[config.mk]
export PLATFORM = sky130hd
export DESIGN_NAME = wvs_ctrl
export DESIGN_NICKNAME = d
export VERILOG_FILES = /design/src/rtl/core/wvs_pkg.sv /design/src/rtl/core/wvs_ctrl.sv
export SDC_FILE = /design/constraint.sdc
export NUM_CORES = 1
export LEC_CHECK = 0
export BUFFER_PORTS_ARGS = -buffer_cell sky130_fd_sc_hd__clkbuf_2
export CAP_MARGIN = 20
export CORE_UTILIZATION = 45
export DETAILED_ROUTE_END_ITERATION = 8
export PLACE_DENSITY = 0.74
export SLEW_MARGIN = 20
export SYNTH_ARGS = -nofsm -noshare
export SYNTH_HDL_FRONTEND = slang
export SYNTH_SLANG_ARGS = --single-unit
[constraint.sdc]
create_clock -name clk -period 1.5 [get_ports clk]
set_input_delay 0.15 -clock clk [delete_from_list [all_inputs] [get_ports clk]]
set_output_delay 0.15 -clock clk [all_outputs]
set_load 0.02 [all_outputs]
[src/rtl/core/wvs_pkg.sv]
`default_nettype none
package wvs_pkg;

  localparam int COORD_W = 32;
  localparam int LT_W    = 20;

  // site kind codes as they appear in the patterns and on site_code
  localparam logic [2:0] K_END = 3'd0;
  localparam logic [2:0] K_O   = 3'd1;
  localparam logic [2:0] K_H   = 3'd2;
  localparam logic [2:0] K_M   = 3'd3;
  localparam logic [2:0] K_L   = 3'd4;
  localparam logic [2:0] K_X   = 3'd5;

  // rows of the site store
  localparam logic [2:0] SITE_O    = 3'd0;
  localparam logic [2:0] SITE_H1   = 3'd1;
  localparam logic [2:0] SITE_H2   = 3'd2;
  localparam logic [2:0] SITE_M    = 3'd3;
  localparam logic [2:0] SITE_L1   = 3'd4;
  localparam logic [2:0] SITE_L2   = 3'd5;
  localparam logic [2:0] SITE_X    = 3'd6;
  localparam logic [2:0] SITE_NONE = 3'd7;

  // kind counter slots
  localparam logic [2:0] KC_O    = 3'd0;
  localparam logic [2:0] KC_H    = 3'd1;
  localparam logic [2:0] KC_M    = 3'd2;
  localparam logic [2:0] KC_L    = 3'd3;
  localparam logic [2:0] KC_X    = 3'd4;

  // configuration register indexes
  localparam logic [2:0] REG_IN_PATTERN  = 3'd0;
  localparam logic [2:0] REG_OUT_PATTERN = 3'd1;
  localparam logic [2:0] REG_M_WEIGHT_O  = 3'd2;
  localparam logic [2:0] REG_LP_SIN      = 3'd3;
  localparam logic [2:0] REG_LP_COS      = 3'd4;
  localparam logic [2:0] REG_COORD_SCALE = 3'd5;
  localparam logic [2:0] REG_COORD_SHIFT = 3'd6;

  localparam logic [1:0] ERR_NONE  = 2'd0;
  localparam logic [1:0] ERR_COUNT = 2'd1;
  localparam logic [1:0] ERR_NO_X  = 2'd2;

  // vector in work for the lone-pair unit
  localparam logic [1:0] VP_H1 = 2'd0;
  localparam logic [1:0] VP_H2 = 2'd1;
  localparam logic [1:0] VP_P  = 2'd2;
  localparam logic [1:0] VP_A  = 2'd3;

  // datapath commands
  localparam logic [4:0] OP_NONE       = 5'd0;
  localparam logic [4:0] OP_ACCEPT     = 5'd1;
  localparam logic [4:0] OP_LOAD_MUL   = 5'd2;
  localparam logic [4:0] OP_LOAD_WR    = 5'd3;
  localparam logic [4:0] OP_M_MUL      = 5'd4;
  localparam logic [4:0] OP_M_WR       = 5'd5;
  localparam logic [4:0] OP_V_LOAD     = 5'd6;
  localparam logic [4:0] OP_NORM_STEP  = 5'd7;
  localparam logic [4:0] OP_SAVE_N1    = 5'd8;
  localparam logic [4:0] OP_SAVE_N2    = 5'd9;
  localparam logic [4:0] OP_XMUL1      = 5'd10;
  localparam logic [4:0] OP_XMUL2      = 5'd11;
  localparam logic [4:0] OP_XWR        = 5'd12;
  localparam logic [4:0] OP_SQ_MUL     = 5'd13;
  localparam logic [4:0] OP_SQ_ACC     = 5'd14;
  localparam logic [4:0] OP_SQRT_START = 5'd15;
  localparam logic [4:0] OP_SQRT_STEP  = 5'd16;
  localparam logic [4:0] OP_K_MUL      = 5'd17;
  localparam logic [4:0] OP_DIV_START  = 5'd18;
  localparam logic [4:0] OP_DIV_STEP   = 5'd19;
  localparam logic [4:0] OP_DIV_WR     = 5'd20;
  localparam logic [4:0] OP_ZERO_WR    = 5'd21;
  localparam logic [4:0] OP_L_WR       = 5'd22;
  localparam logic [4:0] OP_EMIT       = 5'd23;
  localparam logic [4:0] OP_EMIT_ERR   = 5'd24;
  localparam logic [4:0] OP_MOL_CLR    = 5'd25;

  typedef struct packed {
    logic [4:0] op;
    logic [1:0] ax;
    logic [1:0] vph;
    logic [2:0] slot;
  } cmd_t;

  typedef struct packed {
    logic mol_end;
    logic cnt_err;
    logic m_given;
    logic l_given;
    logic norm_ok;
    logic vec_zero;
    logic sqrt_done;
    logic div_done;
    logic emit_none;
    logic emit_last;
  } stat_t;

  function automatic logic signed [COORD_W-1:0] sat32(input logic signed [63:0] v);
    if (v > 64'sd2147483647) begin
      return 32'sh7FFFFFFF;
    end else if (v < -64'sd2147483648) begin
      return 32'sh80000000;
    end
    return v[COORD_W-1:0];
  endfunction

  function automatic logic [2:0] pat_code(input logic [23:0] pat, input logic [2:0] idx);
    logic [4:0] base;
    base = 5'(idx) * 5'd3;
    return pat[base +: 3];
  endfunction

  // leading nonzero slots of a pattern
  function automatic logic [3:0] pat_len(input logic [23:0] pat);
    logic [3:0] n;
    logic       run;
    n   = 4'd0;
    run = 1'b1;
    for (int i = 0; i < 8; i++) begin
      if (run && pat[3*i +: 3] != K_END) begin
        n = n + 4'd1;
      end else begin
        run = 1'b0;
      end
    end
    return n;
  endfunction

  function automatic logic [16:0] q16_clamp(input logic [16:0] v);
    return (v > 17'd65536) ? 17'd65536 : v;
  endfunction

endpackage
`default_nettype wire

[src/rtl/core/wvs_ctrl.sv]
`default_nettype none
module wvs_ctrl (
  input  logic           clk,
  input  logic           rst,
  input  logic           in_valid,
  output logic           in_ready,
  output logic           out_valid,
  input  logic           out_ready,
  input  wvs_pkg::stat_t st,
  output wvs_pkg::cmd_t  cmd
);
  import wvs_pkg::*;

  localparam logic [4:0] ST_IDLE  = 5'd0;
  localparam logic [4:0] ST_LMUL  = 5'd1;
  localparam logic [4:0] ST_LWR   = 5'd2;
  localparam logic [4:0] ST_LCHK  = 5'd3;
  localparam logic [4:0] ST_FIN   = 5'd4;
  localparam logic [4:0] ST_MMUL  = 5'd5;
  localparam logic [4:0] ST_MWR   = 5'd6;
  localparam logic [4:0] ST_LSEL  = 5'd7;
  localparam logic [4:0] ST_VLOAD = 5'd8;
  localparam logic [4:0] ST_NORM  = 5'd9;
  localparam logic [4:0] ST_XM1   = 5'd10;
  localparam logic [4:0] ST_XM2   = 5'd11;
  localparam logic [4:0] ST_XWR   = 5'd12;
  localparam logic [4:0] ST_US    = 5'd13;
  localparam logic [4:0] ST_SQM   = 5'd14;
  localparam logic [4:0] ST_SQA   = 5'd15;
  localparam logic [4:0] ST_SQ0   = 5'd16;
  localparam logic [4:0] ST_SQRT  = 5'd17;
  localparam logic [4:0] ST_KMUL  = 5'd18;
  localparam logic [4:0] ST_DIV0  = 5'd19;
  localparam logic [4:0] ST_DIV   = 5'd20;
  localparam logic [4:0] ST_DIVWR = 5'd21;
  localparam logic [4:0] ST_ZWR   = 5'd22;
  localparam logic [4:0] ST_LWRT  = 5'd23;
  localparam logic [4:0] ST_EMIT  = 5'd24;
  localparam logic [4:0] ST_ERR   = 5'd25;
  localparam logic [4:0] ST_CLR   = 5'd26;

  logic [4:0] state, state_next;
  logic [1:0] ax, ax_next;
  logic [1:0] vph, vph_next;
  logic [2:0] slot, slot_next;
  logic       out_free;
  logic       emit;

  assign out_free = !out_valid || out_ready;
  assign emit     = (cmd.op == OP_EMIT) || (cmd.op == OP_EMIT_ERR);

  always_comb begin
    state_next = state;
    ax_next    = ax;
    vph_next   = vph;
    slot_next  = slot;
    in_ready   = 1'b0;
    cmd.op     = OP_NONE;
    cmd.ax     = ax;
    cmd.vph    = vph;
    cmd.slot   = slot;
    case (state)
      ST_IDLE: begin
        in_ready = 1'b1;
        if (in_valid) begin
          cmd.op     = OP_ACCEPT;
          ax_next    = 2'd0;
          state_next = ST_LMUL;
        end
      end
      ST_LMUL: begin
        cmd.op     = OP_LOAD_MUL;
        state_next = ST_LWR;
      end
      ST_LWR: begin
        cmd.op = OP_LOAD_WR;
        if (ax == 2'd2) begin
          state_next = ST_LCHK;
        end else begin
          ax_next    = ax + 2'd1;
          state_next = ST_LMUL;
        end
      end
      ST_LCHK: begin
        state_next = st.mol_end ? ST_FIN : ST_IDLE;
      end
      ST_FIN: begin
        ax_next = 2'd0;
        if (st.cnt_err) begin
          state_next = ST_ERR;
        end else if (!st.m_given) begin
          state_next = ST_MMUL;
        end else begin
          state_next = ST_LSEL;
        end
      end
      ST_MMUL: begin
        cmd.op     = OP_M_MUL;
        state_next = ST_MWR;
      end
      ST_MWR: begin
        cmd.op = OP_M_WR;
        if (ax == 2'd2) begin
          state_next = ST_LSEL;
        end else begin
          ax_next    = ax + 2'd1;
          state_next = ST_MMUL;
        end
      end
      ST_LSEL: begin
        slot_next = 3'd0;
        ax_next   = 2'd0;
        if (!st.l_given) begin
          vph_next   = VP_H1;
          state_next = ST_VLOAD;
        end else begin
          state_next = ST_EMIT;
        end
      end
      ST_VLOAD: begin
        cmd.op     = OP_V_LOAD;
        state_next = ST_NORM;
      end
      ST_NORM: begin
        if (st.norm_ok) begin
          ax_next = 2'd0;
          case (vph)
            VP_H1: begin
              cmd.op     = OP_SAVE_N1;
              vph_next   = VP_H2;
              state_next = ST_VLOAD;
            end
            VP_H2: begin
              cmd.op     = OP_SAVE_N2;
              state_next = ST_XM1;
            end
            default: state_next = ST_US;
          endcase
        end else begin
          cmd.op = OP_NORM_STEP;
        end
      end
      ST_XM1: begin
        cmd.op     = OP_XMUL1;
        state_next = ST_XM2;
      end
      ST_XM2: begin
        cmd.op     = OP_XMUL2;
        state_next = ST_XWR;
      end
      ST_XWR: begin
        cmd.op = OP_XWR;
        if (ax == 2'd2) begin
          ax_next    = 2'd0;
          vph_next   = VP_P;
          state_next = ST_NORM;
        end else begin
          ax_next    = ax + 2'd1;
          state_next = ST_XM1;
        end
      end
      ST_US: begin
        ax_next    = 2'd0;
        state_next = st.vec_zero ? ST_ZWR : ST_SQM;
      end
      ST_SQM: begin
        cmd.op     = OP_SQ_MUL;
        state_next = ST_SQA;
      end
      ST_SQA: begin
        cmd.op = OP_SQ_ACC;
        if (ax == 2'd2) begin
          state_next = ST_SQ0;
        end else begin
          ax_next    = ax + 2'd1;
          state_next = ST_SQM;
        end
      end
      ST_SQ0: begin
        cmd.op     = OP_SQRT_START;
        state_next = ST_SQRT;
      end
      ST_SQRT: begin
        if (st.sqrt_done) begin
          ax_next    = 2'd0;
          state_next = ST_KMUL;
        end else begin
          cmd.op = OP_SQRT_STEP;
        end
      end
      ST_KMUL: begin
        cmd.op     = OP_K_MUL;
        state_next = ST_DIV0;
      end
      ST_DIV0: begin
        cmd.op     = OP_DIV_START;
        state_next = ST_DIV;
      end
      ST_DIV: begin
        if (st.div_done) begin
          state_next = ST_DIVWR;
        end else begin
          cmd.op = OP_DIV_STEP;
        end
      end
      ST_DIVWR: begin
        cmd.op = OP_DIV_WR;
        if (ax != 2'd2) begin
          ax_next    = ax + 2'd1;
          state_next = ST_KMUL;
        end else if (vph == VP_P) begin
          vph_next   = VP_A;
          state_next = ST_VLOAD;
        end else begin
          ax_next    = 2'd0;
          state_next = ST_LWRT;
        end
      end
      ST_ZWR: begin
        cmd.op = OP_ZERO_WR;
        ax_next = 2'd0;
        if (vph == VP_P) begin
          vph_next   = VP_A;
          state_next = ST_VLOAD;
        end else begin
          state_next = ST_LWRT;
        end
      end
      ST_LWRT: begin
        cmd.op = OP_L_WR;
        if (ax == 2'd2) begin
          slot_next  = 3'd0;
          state_next = ST_EMIT;
        end else begin
          ax_next = ax + 2'd1;
        end
      end
      ST_EMIT: begin
        if (st.emit_none) begin
          state_next = ST_CLR;
        end else if (out_free) begin
          cmd.op = OP_EMIT;
          if (st.emit_last) begin
            state_next = ST_CLR;
          end else begin
            slot_next = slot + 3'd1;
          end
        end
      end
      ST_ERR: begin
        if (out_free) begin
          cmd.op     = OP_EMIT_ERR;
          state_next = ST_CLR;
        end
      end
      ST_CLR: begin
        cmd.op     = OP_MOL_CLR;
        state_next = ST_IDLE;
      end
      default: state_next = ST_IDLE;
    endcase
  end

  always_ff @(posedge clk) begin
    if (rst) begin
      state     <= ST_IDLE;
      ax        <= 2'd0;
      vph       <= VP_H1;
      slot      <= 3'd0;
      out_valid <= 1'b0;
    end else begin
      state <= state_next;
      ax    <= ax_next;
      vph   <= vph_next;
      slot  <= slot_next;
      if (emit) begin
        out_valid <= 1'b1;
      end else if (out_ready) begin
        out_valid <= 1'b0;
      end
    end
  end

endmodule
`default_nettype wire

Yosys cells after proc, flatten, opt, wreduce, memory -nomap -nowiden
Index checks and enable logic that the tools add are counted.
- $add $sub $neg: 2
- eq/ne operators: 49
- mux-type cells: 54
- reduce and logical (&&, ||, !) cells: 15
- operators with widths (operator ; count):
    one-hot mux 5 bit (26 select lines) ; 1
    one-hot mux 5 bit (23 select lines) ; 1
    2-to-1 mux 5 bit ; 21
    equality test 5 bit (second input constant) ; 13
    equality test 5 x 4 -> 1 bit (second input constant) ; 8
    2-to-1 mux 2 bit ; 17
    inequality test 2 bit (second input constant) ; 14
    equality test 5 x 3 -> 1 bit (second input constant) ; 4
    2-to-1 mux 3 bit ; 5
    one-hot mux 2 bit (7 select lines) ; 1
    AND reduction 6 bit ; 2
    equality test 5 x 2 -> 1 bit (second input constant) ; 2
    one-hot mux 2 bit (5 select lines) ; 1
    inequality test 3 bit (second input constant) ; 3
    one-hot mux 3 bit (3 select lines) ; 1
    one-hot mux 4 bit (2 select lines) ; 1
    AND reduction 8 bit ; 1
    OR reduction 4 bit ; 2
    nonzero test 7 bit ; 1
    one-hot mux 3 bit (2 select lines) ; 1
    equality test 5 x 1 -> 1 bit (second input constant) ; 1
    zero test 5 bit ; 1
    AND reduction 5 bit ; 1
    nonzero test 5 bit ; 1
    other kinds (11) ; 16
- register bits: 13
- input port bits: 14
- output and inout port bits: 14
- logic and storage cells: 125

Logic depth before layout (Yosys ltp)
- depth after elaboration: 8
- depth in mapped cells: 9
- gate-level depth less buffers: 7

Worst setup path after synthesis
No wires, ideal clock.
- path kind: flip-flop to flip-flop
- from: reg ax[0]
- to: reg state[1]
- arrival time: 1.640 ns
- slack: -0.231 ns
- stages on the path, launching flop included: 8
- buffers on the path: 0
- period minus slack after synthesis: 1.731 ns
- cell sequence: dfxtp_1 > inv_1 > ha_1 > nand3b_1 > a21oi_1 > nor4_2 > a21boi_1 > a311oi_1
- word-level cells in the longest chain between the ends: 3
- ends and longest elaborated chain (element ; RTL line ; RTL):
    from (decl) ; wvs_ctrl.sv:43 ; logic [1:0] ax, ax_next;
    from (signal assigned) ; wvs_ctrl.sv:273 ; ax <= ax_next;
    inequality test 2 bit / equality test 2 bit (equally long branches) ; -- ;
    2-to-1 mux 5 bit, or another cell as far along ; wvs_ctrl.sv:208 ; if (ax != 2'd2) begin
    one-hot mux 5 bit (26 select lines) / AND reduction 8 bit (equally long branches) ; -- ;
    to (signal assigned) ; wvs_ctrl.sv:272 ; state <= state_next;
    to (decl) ; wvs_ctrl.sv:42 ; logic [4:0] state, state_next;
Parallel ways exist; a longest one is shown, timed or not.
A chain may end at the register's enable or synchronous reset.

==> metrics.log <==
[metrics] result of the run: finished, violations left
[metrics] violated checks: setup timing
[metrics] Std-Cell Rows: 23
[metrics] Net Sw Power: 545 uW
[metrics] Detailed Routing Iterations Pass 1: 5
[metrics] starting density of the core: 46.6%
[metrics] maximum clock frequency: 0.504 GHz
[metrics] Inserted Diodes: 0
[metrics] Routed WL per cell: 22.4 um
[metrics] WL final: 9.48 mm
[metrics] count of hold-fix buffers inserted at cts: 0
[metrics] wire length of the first global-routing pass: 13.2 mm
[metrics] clk_lat worst skew: 0.26 ns
[metrics] relative max-transition margin: 68.1%
[metrics] placed insts: 392
[metrics] total clock sinks: 13
[metrics] TritonCTS buffer count: 3
[metrics] static leakage: 1.48 nW
[metrics] relative contribution of the clock network to total power: 24.3%
[metrics] commonest register cell after synthesis: sky130_fd_sc_hd__dfxtp_1
[metrics] library cell used as clock root buffer: sky130_fd_sc_hd__clkbuf_8
[metrics] share of cells above drive strength 1: 61.1%
[metrics] pin slew with the least headroom to its limit: 0.477 ns
[metrics] min-delay worst type: in -> reg
[metrics] nature of the critical path startpoint: flop
[metrics] overall fraction of global-route tracks in use: 40.4%
[metrics] half-perimeter wire length of the detailed placement result: 5.41 mm
[metrics] required time of the critical path: 1.35 ns
[metrics] width of the die: 66.4 um
[metrics] Synth cell types: 68
[metrics] register area share after synthesis: 14.0%
[metrics] FILL cells: 219
[metrics] TritonCTS clock tree: yes
[metrics] final critical path time including I/O delays and setup: 1.99 ns
[metrics] post-place instance area: 0.00264 sq mm
[metrics] clock transition at the registers of the reported paths: 0.06 ns
[metrics] area of the die: 0.00440 sq mm
[metrics] initial antenna violation count: 0
[metrics] number of nets in the synthesized netlist: 267
[metrics] global placer's final weighted congestion: 1.07
[metrics] Area Overhead vs Synth: 81.1%
[metrics] flip-flop and latch count after synthesis: 13
[metrics] unrepaired setup endpoints after global routing: yes
[metrics] vias per cell: 6.82
[metrics] Port Buffer Count: 27
[metrics] via count of the first global-routing pass: 2601
[metrics] height of the die: 66.4 um
[metrics] Pwr Total: 1.42 mW
[metrics] reported max-cap violation count: 0
[metrics] core area: 0.00400 sq mm
[metrics] post-synthesis async set-or-reset flop share: 0%
[metrics] GR Util met1: 47.6%
[metrics] kind of critical path: reg -> out
[metrics] Final Hold Viols: 0
[metrics] Worst VDD drop: 0.461 mV
[metrics] post-layout net count: 392
[metrics] least setup slack across all paths after layout: -0.485 ns
[metrics] setup violation total in the final timing report: 19
[metrics] number of buffers between clock root and the deepest sink: 2
[metrics] met3 capacity usage during global routing: 8.28%
[metrics] DRC violations left: 0
[metrics] launch instance of the worst min-delay path: st[2]
[metrics] max-slew violation total from the final report: 0
[metrics] number of instances in the synthesized netlist: 249
[metrics] highest-utilization routing layer at the global route stage: met2
[metrics] startpoint of the lowest-slack register-to-register path: state[1]
[metrics] met2 usage in global routing: 66.8%
[metrics] number of DRC markers after the initial detailed-route iteration: 299
[metrics] combinational power share: 49.5%
[metrics] Worst EP arrival: 1.84 ns
[metrics] Reg power frac: 26.2%
[metrics] type of destination of the critical path: primary output
[metrics] Fin Clk Skew: 0.00642 ns
[metrics] number of nets with antenna violations after detailed routing: 0
[metrics] pre-CTS setup slack: -0.329 ns
[metrics] cell-internal power: 876 uW
[metrics] Max FO, Critical Path: 6
[metrics] I/O pin cnt: 28
[metrics] Avg Cell Area, Syn: 7.49 sq um
[metrics] largest net degree at the start of global routing: 17
[metrics] Syn Std Cell Area: 0.00186 sq mm
[metrics] grt total ovfl: 0
[metrics] period utilization: 132%
[metrics] number of enable flip-flop cells after synthesis: 0
[metrics] final core area utilization: 84.4%
[metrics] switching portion of total power: 38.3%
[metrics] final non-filler cell total: 423
[metrics] source of the critical timing path: state[1]
[metrics] Finished Cell Area: 0.00338 sq mm
[metrics] power per cell area: 421 mW/mm^2
[metrics] number of warnings reported in the yosys synthesis log: 0
[metrics] H-Tree Depth: 1
[metrics] routed via count: 2885
[layout make-up]
class / instances / area, sq um / share of cell area (%)
multi-input combinational: 203 / 1780 / 52.8
timing repair buffer: 144 / 1170 / 34.6
sequential: 13 / 279 / 8.26
tap: 50 / 62.6 / 1.85
clock buffer: 3 / 41.3 / 1.22
inverter: 9 / 37.5 / 1.11
clock inverter: 1 / 5.00 / 0.148
[cells in the mapped netlist (3+ instances only)]
master                     number  area [sq um]
sky130_fd_sc_hd__a21oi_1       29           145
sky130_fd_sc_hd__nand2_1       15          56.3
sky130_fd_sc_hd__o21ai_0       15          75.1
sky130_fd_sc_hd__dfxtp_1       13           260
sky130_fd_sc_hd__nor2_1        12          45.0
sky130_fd_sc_hd__nand2b_1      11          68.8
sky130_fd_sc_hd__nor3_1        11          55.1
sky130_fd_sc_hd__buf_6          9           101
sky130_fd_sc_hd__buf_2          7          35.0
sky130_fd_sc_hd__inv_1          7          26.3
sky130_fd_sc_hd__nand3_1        7          35.0
sky130_fd_sc_hd__a211oi_1       6          45.0
sky130_fd_sc_hd__o211ai_1       5          37.5
sky130_fd_sc_hd__a21o_1         4          30.0
sky130_fd_sc_hd__buf_4          4          30.0
sky130_fd_sc_hd__ha_1           4          50.1
sky130_fd_sc_hd__nand3b_1       4          30.0
sky130_fd_sc_hd__nor2b_1        4          25.0
sky130_fd_sc_hd__a22oi_1        3          22.5
sky130_fd_sc_hd__and3_1         3          18.8
sky130_fd_sc_hd__clkbuf_1       3          11.3
sky130_fd_sc_hd__o21a_1         3          22.5
sky130_fd_sc_hd__o221ai_1       3          26.3
sky130_fd_sc_hd__o32ai_1        3          26.3
sky130_fd_sc_hd__xnor2_1        3          26.3
[cell usage in the layout (no fill, tap or decap), types with 4 or more instances in the layout]
cell,count
sky130_fd_sc_hd__nand2_1,13
sky130_fd_sc_hd__o211ai_1,5
sky130_fd_sc_hd__inv_1,4
sky130_fd_sc_hd__buf_6,24
sky130_fd_sc_hd__clkbuf_2,21
sky130_fd_sc_hd__buf_4,93
sky130_fd_sc_hd__nor4_4,4
sky130_fd_sc_hd__a21oi_1,24
sky130_fd_sc_hd__dfxtp_4,4
sky130_fd_sc_hd__nor2_1,9
sky130_fd_sc_hd__nand2b_1,10
sky130_fd_sc_hd__inv_2,4
sky130_fd_sc_hd__o21ai_0,8
sky130_fd_sc_hd__a21o_1,4
sky130_fd_sc_hd__nand3_1,6
sky130_fd_sc_hd__nor3_1,6
sky130_fd_sc_hd__clkbuf_8,7
sky130_fd_sc_hd__dfxtp_1,6
sky130_fd_sc_hd__nand3b_1,4
[registers in the layout, summed over array words and instances, names as in the netlist]
signal	flops
ax	2
state	5
out_valid	1
vph	2
slot	3
[metrics by stage]
step                setup TNS [ns]  hold slack, ns
detailed placement           -4.23           0.479
global placement             -3.41           0.477
floorplan                   -0.788           0.292
CTS                          -5.23           0.322
global route                 -6.86           0.338
finish                       -5.87           0.328
[repair_timing]
action / 4_1_cts / 5_1_grt
buffers inserted: 18 / 12
gates resized for setup: 69 / 43
cloned: 0 / 0
pin swaps: 32 / 28
hold endpoints to repair: 0 / 0
setup endpoints to repair: 19 / 19
[cell families (layout without fill, tap and decap cells)]
| family | count (synthesis) | in the layout | synth area share [%] |
|---|---|---|---|
| AO/OA/AOI/OAI | 100 | 100 | 36.8 |
| XOR/XNOR | 4 | 4 | 1.88 |
| multiplexers | 2 | 2 | 1.07 |
| adder cells (fa/ha/maj) | 4 | 4 | 2.68 |
| buffers and inverters | 33 | 157 | 11.5 |
| flip-flops | 13 | 13 | 14.0 |
| AND/OR/NAND/NOR | 93 | 93 | 32.0 |
[power groups by stage]
| stage | logic [mW] | registers (mW) | clock network [mW] |
|---|---|---|---|
| 6_report | 0.703 | 0.373 | 0.345 |
| 5_1_grt | 0.734 | 0.374 | 0.366 |
| 4_1_cts | 0.609 | 0.372 | 0.348 |
| 3_5_place_dp | 0.507 | 0.380 | 0 |
| 3_3_place_gp | 0.500 | 0.380 | 0 |
| 2_1_floorplan | 0.289 | 0.383 | 0 |
[final timing paths]
kind	end	cells past startpoint	slack [ns]
max	cmd[9]	5	-0.49
min	state[2]	5	0.33
max reg2reg	out_valid	8	-0.36
min reg2reg	vph[0]	2	0.54
[layer usage]
layer | part of all wire (%) | vias to the layer above
met4 | 8.0 | 0
met3 | 11 | 93
met5 | 0 | -
li1 | - | 1197
met2 | 46 | 245
met1 | 36 | 1350
[worst max-delay path: stages, from the launching register on]
cell,delay (ns)
sky130_fd_sc_hd__dfxtp_4,0.37
sky130_fd_sc_hd__buf_6,0.13
sky130_fd_sc_hd__or3b_4,0.39
sky130_fd_sc_hd__a21o_1,0.18
sky130_fd_sc_hd__a221o_1,0.35
sky130_fd_sc_hd__clkbuf_8,0.17
Note: power is estimated with default switching activity, not from simulation.
